## config.mk

```make
export PLATFORM = sky130hd
export DESIGN_NAME = wrfft_ram
export DESIGN_NICKNAME = d
export VERILOG_FILES = /design/src/hw/rtl/wrfft_ram.sv
export SDC_FILE = /design/constraint.sdc
export NUM_CORES = 1
export LEC_CHECK = 0
export BUFFER_PORTS_ARGS = -buffer_cell sky130_fd_sc_hd__buf_2
export CAP_MARGIN = 30
export CORE_UTILIZATION = 35
export DETAILED_ROUTE_END_ITERATION = 12
export PLACE_DENSITY = 0.46
export REMOVE_ABC_BUFFERS = 1
export SLEW_MARGIN = 20
export SYNTH_ARGS = -nofsm -noshare
export SYNTH_HDL_FRONTEND = slang
export SYNTH_SLANG_ARGS = --single-unit
```

## constraint.sdc

```tcl
create_clock -name clk -period 1.8 [get_ports clk]
set_input_delay 0.09 -clock clk [delete_from_list [all_inputs] [get_ports clk]]
set_output_delay 0.09 -clock clk [all_outputs]
set_load 0.01 [all_outputs]
```

## src/hw/rtl/wrfft_ram.sv

```systemverilog
// generic single write port, single read port ram with registered read
module wrfft_ram #(
  parameter int W     = 8,
  parameter int DEPTH = 16,
  localparam int AW   = $clog2(DEPTH)
) (
  input  logic          clk,
  input  logic          we,
  input  logic [AW-1:0] waddr,
  input  logic [W-1:0]  wdata,
  input  logic [AW-1:0] raddr,
  output logic [W-1:0]  rdata
);

  logic [W-1:0] mem [DEPTH];

  // write port and registered read port
  always_ff @(posedge clk) begin
    if (we) begin
      mem[waddr] <= wdata;
    end
    rdata <= mem[raddr];
  end

endmodule

```

==> results of run 1 <==
## layout by cell type, fill, tap and decap left out, drive strengths merged
cell type and count:
mux4 32, and2 1, nand2b 2, a22oi 16, clkinv 6, and2b 1, clkbuf 24, or3b 1
bufinv 1, nand2 9, nand3b 2, nand3 1, nor2 13, buf 45, edfxtp 128, nor2b 1
dfxtp 8, nor3 4
## critical path: cells and delay by family, from the launching register on
kind / cells / cell delay [ns]
multiplexers: 1 / 0.47
flip-flops: 1 / 0.36
AND/OR/NAND/NOR: 1 / 0.09
AO/OA/AOI/OAI: 1 / 0.31
## through the flow
stage / setup WS [ns] / hold WS [ns] / util [%]
final: 0.447 / 0.0588 / 43.3
after global routing: 0.374 / 0.0577 / 43.3
after CTS: 0.426 / 0.0521 / 43.3
after detailed placement: 0.215 / 0.493 / 39.6
after global placement: 0.212 / 0.487 / 39.6
after floorplan: 0.217 / 0.189 / -
## routing by layer
metal / wire [um] / part of all wire, % / global-route usage [%] / vias to the layer above
met5: 0 / 0 / 0 / -
met1: 4700 / 45 / 20.0 / 1256
met3: 509 / 4.9 / 4.43 / 13
met2: 5080 / 48 / 25.1 / 65
met4: 184 / 1.8 / 7.45 / 0
li1: - / - / - / 1080
## final cells by class
| type | count | area [sq um] |
|---|---|---|
| clock inverter | 7 | 56.3 |
| multi-input combinational | 83 | 1060 |
| clock buffer | 24 | 462 |
| fill | 1246 | 7990 |
| tap | 180 | 225 |
| sequential | 136 | 4000 |
| timing repair buffer | 45 | 300 |
## state kept, by name (all words and copies together) (netlist names)
register and flops:
rdata 8, mem 128
## cells by family after synthesis
family | Yosys count
AO/OA/AOI/OAI | 16
AND/OR/NAND/NOR | 35
multiplexers | 32
flip-flops | 136
buffers and inverters | 10
## report_power, final
group          switching (uW)  internal (uW)
registers                23.4           3540
logic                     189            144
clock network            1170           1900
total                    1380           5590
## worst max-delay path by stage
| stage | slack [ns] | from | end | cells after the start |
|---|---|---|---|---|
| floorplan | 0.22 | waddr[2] | mem[0][0]$_DFFE_PP_ | 2 |
| global placement | 0.21 | raddr[0] | rdata[3]$_DFF_P_ | 5 |
| detailed placement | 0.22 | raddr[0] | rdata[7]$_DFF_P_ | 5 |
| CTS | 0.43 | mem[0][7]$_DFFE_PP_ | rdata[7]$_DFF_P_ | 3 |
| global route | 0.37 | mem[9][5]$_DFFE_PP_ | rdata[5]$_DFF_P_ | 3 |
| finish | 0.45 | mem[0][7]$_DFFE_PP_ | rdata[7]$_DFF_P_ | 3 |
==> results.md, run 1 <==
Yosys:
- The xor/xnor share of the synthesized area is 0%.
- The synthesized netlist devotes 2.33% of its cell area to compound gates.
- The cell with the most instances after synthesis is sky130_fd_sc_hd__edfxtp_1.
- Counting flops with a built-in enable in the synthesized netlist gives 128.
- The async set-or-reset flop fraction in the synthesized netlist is 0%.
- By count the netlist is led by sky130_fd_sc_hd__edfxtp_1, sky130_fd_sc_hd__mux4_2, sky130_fd_sc_hd__a22oi_1.
- The sequential fraction of the synthesis area is 77.8%.
- The average size of a mapped cell is 22.5 sq um.
- The cell type with the largest total area after synthesis is sky130_fd_sc_hd__edfxtp_1.
- The top cell type by area accounts for 74.7% of the synthesized area.
- The most instantiated flip-flop cell in the synthesis netlist is sky130_fd_sc_hd__edfxtp_1.
- The post-synthesis mux area share is 15.0%.
- The number of distinct library cell variants in the gate-level netlist after synthesis is 19.
- The number of register bits inferred by synthesis is 136.
- Yosys printed 0 warnings.
- The largest family of logic cells by synthesized area is multiplexers.
- The synthesized instance count is 229.
- Summing the areas of all fa, ha and maj instances in the mapped netlist gives 0% of the synthesized area.
- In this run the cell area of the synthesized design comes to 5150 sq um.
- After synthesis, the cell types taking the most area are sky130_fd_sc_hd__edfxtp_1, sky130_fd_sc_hd__mux4_2, sky130_fd_sc_hd__mux4_1.
- After Yosys synthesis, and, or, nand and nor cells account for 3.18% of the synthesized area.

Cells and area:
- The count of cells in the finished layout, fillers not included, comes to 475.
- The area growth from synthesis to layout is 18.6%.
- After routing the design area is 6100 sq um.
- The number of nets at the end of the flow is 301.
- Cells with a size suffix above 1 make up 29.2% of the layout.
- The diode insertion count for antenna repair is 0.

Clock tree:
- The maximum buffer depth of the clock tree is 2.
- In this run, post-CTS hold repair placed 0 buffers.
- For the worst-skew pair, the clock arrives at the later sink with an insertion delay of 0.41 ns.
- Once the clock tree was built, the setup fixing pass inserted 0 buffers.
- The H-tree depth is 4.
- TritonCTS built the clock tree.
- The clock transition time at the flip-flop clock pins of the worst setup and hold paths is 0.06 ns.
- After clock tree synthesis, the repair step resized 0 gates.
- The root cell of the clock tree is sky130_fd_sc_hd__clkbuf_16.
- The tree built by TritonCTS fans out to 136 sinks.
- The number of clock buffers added by TritonCTS is 17.

Setup path:
- STA classifies the critical path endpoint as a register.
- Along the worst path, the maximum fanout reaches 1.
- The data required time of the critical path is 2.10 ns.
- The worst-case register-to-register setup slack is 0.45 ns.
- The worst register-to-register path begins at mem[0][7]$_DFFE_PP_.
- The worst register-to-register path ends at rdata[7]$_DFF_P_.
- The depth of the most critical reg-to-reg path is 3.
- The signal on the critical path passes through mux4_2 -> a22oi_1 -> nand2_1.
- STA classifies the critical path startpoint as a register.
- Data arrives at the worst endpoint at 1.65 ns.
- The largest single stage delay on the critical path is 0.47 ns.
- By startpoint and endpoint, the worst setup path is classified as reg -> reg.
- The slowest cell on the critical path is sky130_fd_sc_hd__mux4_2.

Global routing:
- The number of antenna violations at the first check in global routing is 0.
- The pin count of the biggest net entering global routing is 33.
- The via count of the first global-routing pass was 2550.
- The global route total overflow is 0.
- The global-route wire length before repair is 15.7 mm.
- The total routing resource utilization after global routing is 15.8%.

Hold path:
- The class of the tightest hold or removal check is in -> reg.
- The origin of the worst min-delay path is wdata[4].
- The instance count along the most critical hold path is 1.
- The worst hold path endpoint is mem[12][4]$_DFFE_PP_.

Die:
- The starting utilization of the core area is 36.5%.
- The cell row count is 43.
- The width of the die is 123 um.
- The total area inside the core boundary comes to 14100 sq um.
- The die covers 15200 sq um.
- The die boundary height is 123 um.
- Pin placement for this block handled 26 I/O pins.

Timing:
- Headroom to the max-slew limit came out at 68.5%.
- The sum of negative setup slack is 0 ns.
- The number of max-slew violations in the final report is 0.
- The final clock period utilization by the worst path is 75.2%.
- The final-report hold violation count was 0.
- Setup repair after global routing left no endpoint under its margin.
- The minimum clock period is 1.35 ns.
- The slew at the pin closest to its max-slew limit is 0.473 ns.
- The number of setup violations in the final report is 0.
- The setup skew after layout is 0.00730 ns.
- For this run, the top clock speed supported by timing is 739 MHz.

Status:
- The flow ran to the end, and the final reports show no timing, DRC or antenna violations.

Placed design:
- After detailed placement, the total cell area comes to 5590 sq um.
- The number of placed instances, taps included, is 444.
- During placement, the flow inserted port buffers numbering 25.
- Detailed placement ended at an HPWL of 6.34 mm.
- The congestion estimate from routability-driven global placement came to 0.697.

Routing:
- The first detailed-routing pass ran for 6 iterations.
- The total wirelength of the detailed-routed design is 10.5 mm.
- In the routed design, unresolved DRC markers number 0.
- The DRC marker count from the first detailed-route iteration is 131.
- Once detail routing completed, the nets flagged for antenna violations numbered 0.
- The detailed-route via count is 2414.
- The per-cell routed wire length is 22.0 um.
- Using the TritonRoute via totals, the vias-per-cell ratio works out to 5.08.

Power and ir drop:
- The design draws 6970 uW.
- The worst-case IR drop observed on VDD is 0.618 mV.
- The total power density per cell area is 1140 nW/um^2.
- Summed over all cells, the static leakage comes to 0.00206 uW.

Flow run:
- The number of max-capacitance violations reported is 0.
No activity file was read; power rests on OpenSTA's default activity.
==> run 2, diff against run 1 <==
--- a/config.mk
+++ b/config.mk
@@ -5,6 +5,7 @@
 export SDC_FILE = /design/constraint.sdc
 export NUM_CORES = 1
 export LEC_CHECK = 0
+export ABC_AREA = 1
 export BUFFER_PORTS_ARGS = -buffer_cell sky130_fd_sc_hd__buf_2
 export CAP_MARGIN = 30
 export CORE_UTILIZATION = 35
==> constraint.sdc (replaced) <==
create_clock -name clk -period 1.35 [get_ports clk]
set_input_delay 0.0675 -clock clk [delete_from_list [all_inputs] [get_ports clk]]
set_output_delay 0.0675 -clock clk [all_outputs]
set_load 0.01 [all_outputs]
==> results.md, run 2 <==
Clock tree:
- The maximum buffer depth of the clock tree was 2 (unchanged).
- The H-tree depth was 4 (unchanged).
- The later-pin clock latency in the skew report came to 0.42 ns (was 0.41 ns).
- The clock net sink count is 136 (unchanged).
- The number of buffers inserted during clock tree synthesis came to 17 (unchanged).
- The TritonCTS clock tree is built (unchanged).
- The clock transition time at the flip-flop clock pins of the worst setup and hold paths is 0.05 ns (was 0.06 ns).
- The root cell of the clock tree is sky130_fd_sc_hd__clkbuf_16 (unchanged).
- The number of gates resized after CTS is 0 (unchanged).

Setup path:
- The worst-case register-to-register setup slack is 0.39 ns (was 0.45 ns).
- The nature of the critical path startpoint was a register (unchanged).
- The slowest cell on the critical path is sky130_fd_sc_hd__dfxtp_1 (was sky130_fd_sc_hd__mux4_2).
- The type of destination of the critical path is an output port (was register).
- The kind of critical path is reg -> out (was reg -> reg).
- The depth of the most critical reg-to-reg path is 6 (was 3).
- The data required time of the critical path is 1.28 ns (was 2.10 ns).
- The arrival time at the worst endpoint is 0.95 ns (was 1.65 ns).
- CP cell instances: buf_2 (was mux4_2 -> a22oi_1 -> nand2_1).
- The family with the most delay on the worst path was flip-flops (was multiplexers).
- The largest incremental delay on the critical path is 0.38 ns (was 0.47 ns).
- The number of buffers and inverters on the critical path is 1 (was 0).
- The biggest fanout along the worst timing path came to 1 (unchanged).
- The start of the worst register-to-register path is mem[13][3]$_DFFE_PP_ (was mem[0][7]$_DFFE_PP_).
- The endpoint of the most critical register-to-register path is rdata[3]$_DFF_P_ (was rdata[7]$_DFF_P_).

Placed design:
- The estimated wirelength of the detail-placed design is 8.32 mm (was 6.34 mm).
- The count of buffers from port buffering was 25 (unchanged).
- The area of placed instances came to 6250 sq um (was 5590 sq um).
- The global placer's final weighted congestion came to 0.733 (was 0.697).
- The cell total after placement is 795 (was 444).

Yosys:
- The synthesized instance count was 551 (was 229).
- The sequential fraction of the synthesis area was 69.4% (was 77.8%).
- The most instantiated flip-flop cell in the synthesis netlist is sky130_fd_sc_hd__edfxtp_1 (unchanged).
- Top cells by instance count after synthesis: sky130_fd_sc_hd__nand2_1, sky130_fd_sc_hd__edfxtp_1, sky130_fd_sc_hd__inv_1 (was sky130_fd_sc_hd__edfxtp_1, sky130_fd_sc_hd__mux4_2, sky130_fd_sc_hd__a22oi_1).
- The cell with the most instances after synthesis is sky130_fd_sc_hd__nand2_1 (was sky130_fd_sc_hd__edfxtp_1).
- The count of flip-flops with a built-in enable after synthesis is 128 (unchanged).
- The Yosys warning count is 0 (unchanged).
- The async set-or-reset flop fraction in the synthesized netlist came to 0% (unchanged).
- The cell type with the largest total area after synthesis was sky130_fd_sc_hd__edfxtp_1 (unchanged).
- Biggest area contributors in the synthesized netlist: sky130_fd_sc_hd__edfxtp_1, sky130_fd_sc_hd__nand2_1, sky130_fd_sc_hd__nand3_1 (was sky130_fd_sc_hd__edfxtp_1, sky130_fd_sc_hd__mux4_2, sky130_fd_sc_hd__mux4_1).
- The number of distinct library cell variants in the gate-level netlist after synthesis is 12 (was 19).
- The number of register bits inferred by synthesis is 136 (unchanged).
- The average size of a mapped cell is 10.5 sq um (was 22.5 sq um).
- The share of the synthesized area in the top cell type is 66.7% (was 74.7%).
- The area of the mapped netlist is 5770 sq um (was 5150 sq um).

Status:
- Status: finished clean (unchanged).

Cells and area:
- The most frequent standard cell in the layout excluding fill and tap cells is sky130_fd_sc_hd__nand2_1 (was sky130_fd_sc_hd__edfxtp_1).
- Most frequent cells in the layout: sky130_fd_sc_hd__nand2_1, sky130_fd_sc_hd__edfxtp_1, sky130_fd_sc_hd__inv_1 (was sky130_fd_sc_hd__edfxtp_1, sky130_fd_sc_hd__buf_2, sky130_fd_sc_hd__mux4_2, sky130_fd_sc_hd__buf_4, sky130_fd_sc_hd__clkbuf_16).
- The register ranked first by flip-flop count is mem (unchanged).
- The final instance count without filler cells came to 829 (was 475).
- The footprint of the multi-input gates is 1210 sq um (was 1060 sq um).
- The flip-flop count of the largest register after layout is 128 (unchanged).
- The final standard cell area without fillers is 6850 sq um (was 6100 sq um).
- The number of nets at the end of the flow is 617 (was 301).
- The share of cells above drive strength 1 is 13.6% (was 29.2%).
- Registers with the highest flip-flop counts: mem x128, rdata x8 (unchanged).
- The total of fill cells in the finished design is 1630 (was 1246).
- The register area is 4000 sq um (unchanged).
- The area added between synthesis and finish came to 18.8% (was 18.6%).

Routing:
- The remaining number of nets flagged by the antenna check after routing is 0 (unchanged).
- The count of unresolved DRC violations after routing is 0 (unchanged).
- The detailed-route via count came to 3736 (was 2414).
- The total length of routed met3 wires is 492 um (was 509 um).
- The highest signal layer in the routed design is met4 (unchanged).
- The per-cell routed wire length was 16.0 um (was 22.0 um).
- The total wirelength of the detailed-routed design was 13.3 mm (was 10.5 mm).
- The DRC marker count from the first detailed-route iteration is 284 (was 131).
- The iteration count of the initial detailed-routing pass is 4 (was 6).
- The number of vias per cell after detailed routing is 4.51 (was 5.08).
- The wire length on met2 is 6.18 mm (was 5.08 mm).
- The routed metal-1 wire length is 6.43 mm (was 4.70 mm).

Hold path:
- The origin of the worst min-delay path is wdata[0] (was wdata[4]).
- The worst hold path endpoint was mem[12][0]$_DFFE_PP_ (was mem[12][4]$_DFFE_PP_).
- The instance count along the most critical hold path is 1 (unchanged).
- The class of the tightest hold or removal check is in -> reg (unchanged).

Timing:
- The clock period could shrink to 1.02 ns.
- Of the available clock period, the critical path in the final layout requires 75.4%.
- The worst hold slack across all endpoints is 0.0379 ns (was 0.0588 ns).
- Setup repair after global routing missed its margin: false (unchanged).
- The slew at the pin closest to its max-slew limit is 0.395 ns (was 0.473 ns).
- The worst slew margin relative to its limit was 73.7% (was 68.5%).
- The maximum achievable frequency is 982 MHz.
- The final-report hold violation count is 0 (unchanged).
- The sum of negative setup slack is 0 ns (unchanged).
- The setup skew after layout is 0.00443 ns (was 0.00730 ns).
- The number of setup violations in the final report is 0 (unchanged).
- The number of max-slew violations in the final report is 0 (unchanged).

Global routing:
- The number of antenna violations at the first check in global routing is 1 (was 0).
- The total routing resource utilization after global routing came to 17.4% (was 15.8%).
- The pin count of the biggest net entering global routing is 37 (was 33).
- The global-route wire length before repair is 20.8 mm (was 15.7 mm).
- The global route total overflow came to 0 (unchanged).
- The via count of the first global-routing pass is 3681 (was 2550).

Power and ir drop:
- The worst supply voltage drop on vdd came to 0.961 mV (was 0.618 mV).
- The total power density per cell area is 1460 nW/um^2 (was 1140 nW/um^2).
- The total power is 9970 uW (was 6970 uW).
- The reported leakage power is 0.00297 uW (was 0.00206 uW).

Flow run:
- The number of max-capacitance violations reported is 0 (unchanged).

Die:
- The floorplan die area is 17000 sq um (was 15200 sq um).
- The total core area is 16000 sq um (was 14100 sq um).
- The width of the die is 130 um (was 123 um).
- The cell row count was 46 (was 43).
- The starting utilization of the core area is 36.0% (was 36.5%).
- The die boundary height is 130 um (was 123 um).
- The top-level I/O count came to 26 (unchanged).
[run 2: changes by cell type after synthesis, moves of 4 or more]
cell / before / now
sky130_fd_sc_hd__nand3_1: 1 / 97
sky130_fd_sc_hd__inv_1: 0 / 100
sky130_fd_sc_hd__nor2_1: 13 / 17
sky130_fd_sc_hd__nor3_1: 4 / 0
sky130_fd_sc_hd__mux4_1: 14 / 0
sky130_fd_sc_hd__buf_2: 3 / 13
sky130_fd_sc_hd__mux4_2: 18 / 0
sky130_fd_sc_hd__nand2_1: 9 / 173
sky130_fd_sc_hd__a22oi_1: 16 / 0
[run 2: cell families (layout without fill, tap and decap cells)]
kind of cell	count (synthesis)	count (layout)	share of synthesized area, %
other cells	0	1	0
buf+inv	126	187	9.52
flops	136	136	69.4
simple gates	289	289	21.0
[run 2: how the worst max path moves through the flow]
stage                              from                to  slack, ns  depth (start not counted)
finish                 rdata[7]$_DFF_P_          rdata[7]       0.33                          1
floorplan                      raddr[0]  rdata[2]$_DFF_P_       0.30                          6
global placement               raddr[0]  rdata[6]$_DFF_P_       0.21                          7
global route        mem[7][6]$_DFFE_PP_  rdata[6]$_DFF_P_       0.29                          6
CTS                    rdata[7]$_DFF_P_          rdata[7]       0.31                          1
detailed placement             raddr[0]  rdata[6]$_DFF_P_       0.18                          7
[run 2: final cells by class]
class                   count  share of cell area [%]
diodes                      1                  0.0365
clock buffers              22                    6.78
clock inverters            10                    1.83
inverters                 102                    5.59
multi-input cells         289                    17.7
flip-flops and latches    136                    58.4
well taps                 216                    3.95
repair buffers             53                    5.66
[run 2: routing by layer]
layer  GRT usage [%]  up-vias
met1            23.1     1781
met4            6.29        0
met2            27.7       72
li1                -     1868
met3            4.14       15
met5               0        -
[run 2: power breakdown]
group / switching (uW) / leakage, uW / internal (uW)
clock: 1650 / 0.000297 / 2980
sequential: 32.2 / 0.00122 / 4720
combinational: 400 / 0.00145 / 194
total: 2080 / 0.00297 / 7890
[run 2: repair_timing]
item                                   4_1_cts  5_1_grt
endpoints found under the hold margin        1        0
setup buffers                                0        0
hold buffers                                 1        0
[run 2: stage by stage]
stage          worst slack [ns]  utilization (%)
2_1_floorplan             0.302                -
6_report                  0.332             42.8
5_1_grt                   0.291             42.8
3_3_place_gp              0.206             39.1
3_5_place_dp              0.185             39.1
4_1_cts                   0.310             42.8
==> run 3, diff against run 2 <==
==> constraint.sdc (replaced) <==
create_clock -name clk -period 0.98 [get_ports clk]
set_input_delay 0.049 -clock clk [delete_from_list [all_inputs] [get_ports clk]]
set_output_delay 0.049 -clock clk [all_outputs]
set_load 0.01 [all_outputs]
==> results.md, run 3 (synthesis results as in run 2) <==
Status:
- Status: finished clean (unchanged).

Flow run:
- The number of max-capacitance violations reported is 0 (unchanged).

Placed design:
- The area of placed instances is 6280 sq um (was 6250 sq um).
- The global placer's final weighted congestion is 0.785 (was 0.733).
- The count of buffers from port buffering is 25 (unchanged).
- The post-placement worst setup slack is -0.0767 ns (was 0.185 ns).
- The estimated wirelength of the detail-placed design is 8.20 mm (was 8.32 mm).

Routing:
- The number of vias per cell after detailed routing is 4.53 (was 4.51).
- The per-cell routed wire length came to 16.0 um (about the same).
- The count of unresolved DRC violations after routing was 0 (unchanged).
- The iteration count of the initial detailed-routing pass is 5 (was 4).
- The total wirelength of the detailed-routed design is 13.2 mm (was 13.3 mm).
- The DRC marker count from the first detailed-route iteration came to 194 (was 284).
- The remaining number of nets flagged by the antenna check after routing is 0 (unchanged).
- The detailed-route via count is 3750 (was 3736).

Clock tree:
- The maximum buffer depth of the clock tree is 2 (unchanged).
- The TritonCTS clock tree was built (unchanged).
- The number of post-CTS setup repair buffers was 0 (unchanged).
- The clock net sink count is 136 (unchanged).
- The root cell of the clock tree is sky130_fd_sc_hd__clkbuf_16 (unchanged).
- The cts-stage hold buffer count was 0 (was 1).
- The H-tree depth is 4 (unchanged).
- The number of buffers inserted during clock tree synthesis is 17 (unchanged).
- The clock transition time at the flip-flop clock pins of the worst setup and hold paths is 0.06 ns (was 0.05 ns).
- The later-pin clock latency in the skew report is 0.43 ns (was 0.42 ns).

Cells and area:
- The footprint of the multi-input gates came to 1270 sq um (was 1210 sq um).
- The number of nets at the end of the flow is 615 (was 617).
- Most frequent cells in the layout: sky130_fd_sc_hd__nand2_1, sky130_fd_sc_hd__edfxtp_1, sky130_fd_sc_hd__inv_1 (unchanged).
- Registers with the highest flip-flop counts: mem x128, rdata x8 (unchanged).
- The final standard cell area without fillers is 6950 sq um (was 6850 sq um).
- The most frequent standard cell in the layout excluding fill and tap cells was sky130_fd_sc_hd__nand2_1 (unchanged).
- The register ranked first by flip-flop count is mem (unchanged).
- The register area is 4010 sq um (was 4000 sq um).
- The flip-flop count of the largest register after layout came to 128 (unchanged).
- The share of cells above drive strength 1 is 16.9% (was 13.6%).
- The total of fill cells in the finished design came to 1561 (was 1630).
- The area added between synthesis and finish is 20.5% (was 18.8%).

Die:
- The cell row count is 46 (unchanged).
- The top-level I/O count was 26 (unchanged).
- The width of the die is 130 um (unchanged).
- The starting utilization of the core area came to 36.0% (unchanged).
- The floorplan die area is 17000 sq um (unchanged).
- The die boundary height is 130 um (unchanged).
- The total core area is 16000 sq um (unchanged).

Setup path:
- The biggest fanout along the worst timing path was 1 (unchanged).
- The kind of critical path is reg -> out (unchanged).
- The count of cell instances traversed by the critical path was 1 (unchanged).
- The depth of the most critical reg-to-reg path came to 6 (unchanged).
- The data required time of the critical path came to 0.93 ns (was 1.28 ns).
- The family with the most delay on the worst path is flip-flops (unchanged).
- The nature of the critical path startpoint is a register (unchanged).
- The arrival time at the worst endpoint is 0.90 ns (was 0.95 ns).
- CP cell instances: buf_6 (was buf_2).
- The number of buffers and inverters on the critical path is 1 (unchanged).
- The type of destination of the critical path was an output port (unchanged).
- The worst-case register-to-register setup slack is 0.07 ns (was 0.39 ns).
- The startpoint of the worst setup timing path is rdata[7]$_DFF_P_ (unchanged).
- The worst setup path endpoint is rdata[7] (unchanged).
- The slowest cell on the critical path is sky130_fd_sc_hd__dfxtp_2 (was sky130_fd_sc_hd__dfxtp_1).
- The endpoint of the most critical register-to-register path is rdata[4]$_DFF_P_ (was rdata[3]$_DFF_P_).
- The start of the worst register-to-register path is mem[7][4]$_DFFE_PP_ (was mem[13][3]$_DFFE_PP_).
- The largest incremental delay on the critical path is 0.36 ns (was 0.38 ns).

Timing:
- The worst slew margin relative to its limit is 75.9% (was 73.7%).
- The final-report hold violation count came to 0 (unchanged).
- The slew at the pin closest to its max-slew limit was 0.362 ns (was 0.395 ns).
- The number of setup violations in the final report came to 0 (unchanged).
- The final worst-path setup slack came to 0.0261 ns (was 0.332 ns).
- Subtracting the final worst setup slack from the clock period gives 0.954 ns.
- The maximum achievable frequency is 1050 MHz.
- The setup skew after layout came to 0.00999 ns (was 0.00443 ns).
- The number of max-slew violations in the final report is 0 (unchanged).
- Setup repair after global routing missed its margin: true (was false).
- The final clock period utilization by the worst path is 97.3%.

Power and ir drop:
- The reported leakage power was 0.00300 uW (was 0.00297 uW).
- The total power density per cell area came to 1990 nW/um^2 (was 1460 nW/um^2).
- The worst supply voltage drop on vdd was 1.27 mV (was 0.961 mV).

Global routing:
- The global route total overflow is 0 (unchanged).
- The global-route wire length before repair is 21.1 mm (was 20.8 mm).
- The pin count of the biggest net entering global routing came to 47 (was 37).
- The number of antenna violations at the first check in global routing was 1 (unchanged).
- The via count of the first global-routing pass is 3741 (was 3681).
- The total routing resource utilization after global routing is 17.7% (was 17.4%).

Hold path:
- The class of the tightest hold or removal check is in -> reg (unchanged).
-- run 3: cell type report --
class | count | area share, %
Antenna cell | 1 | 0.0360
Tap cell | 216 | 3.89
Clock inverter | 14 | 2.25
Inverter | 102 | 5.51
Clock buffer | 18 | 6.32
Sequential cell | 136 | 57.7
Multi-Input combinational cell | 289 | 18.3
Timing Repair Buffer | 51 | 6.05
-- run 3: power by group --
group	internal (uW)	total, uW	leakage, uW	switching (uW)
sequential	6510	6550	0.00122	45.5
clock	4030	6430	0.000291	2410
combinational	296	861	0.00148	565
total	10800	13800	0.00300	3020
-- run 3: repair_timing --
| action | 4_1_cts | 5_1_grt |
|---|---|---|
| endpoints found under the setup margin | 4 | 9 |
| resized for setup | 5 | 15 |
| pin swaps | 0 | 11 |
| gates cloned | 0 | 0 |
-- run 3: metal layers --
| metal | GRT usage, % | vias to the layer above | wire length (um) |
|---|---|---|---|
| li1 | - | 1868 | - |
| met1 | 23.4 | 1789 | 6340 |
| met2 | 27.5 | 76 | 6030 |
| met3 | 4.76 | 17 | 665 |
| met4 | 7.17 | 0 | 191 |
| met5 | 0 | - | 0 |
-- run 3: worst min path at each step --
| stage | start | end | slack [ns] | depth (start not counted) |
|---|---|---|---|---|
| after floorplan | wdata[0] | mem[0][0]$_DFFE_PP_ | 0.15 | 0 |
| after global placement | rdata[5]$_DFF_P_ | rdata[5] | 0.45 | 1 |
| after detailed placement | rdata[3]$_DFF_P_ | rdata[3] | 0.45 | 1 |
| after CTS | wdata[1] | mem[1][1]$_DFFE_PP_ | 0.008 | 1 |
| after global routing | wdata[0] | mem[13][0]$_DFFE_PP_ | 0.02 | 1 |
| final | wdata[5] | mem[4][5]$_DFFE_PP_ | 0.02 | 1 |
-- run 3: metrics by stage --
step | instances | setup TNS (ns) | total power, uW | hold WS, ns | util (%)
global placement | 794 | -4.74 | 7520 | 0.445 | 39.2
detailed placement | 794 | -5.19 | 7520 | 0.451 | 39.2
CTS | 826 | 0 | 14000 | 0.00815 | 43.0
finish | 827 | 0 | 13800 | 0.0157 | 43.4
floorplan | 527 | -1.61 | 7020 | 0.148 | -
global route | 826 | -0.0340 | 14400 | 0.0222 | 43.4
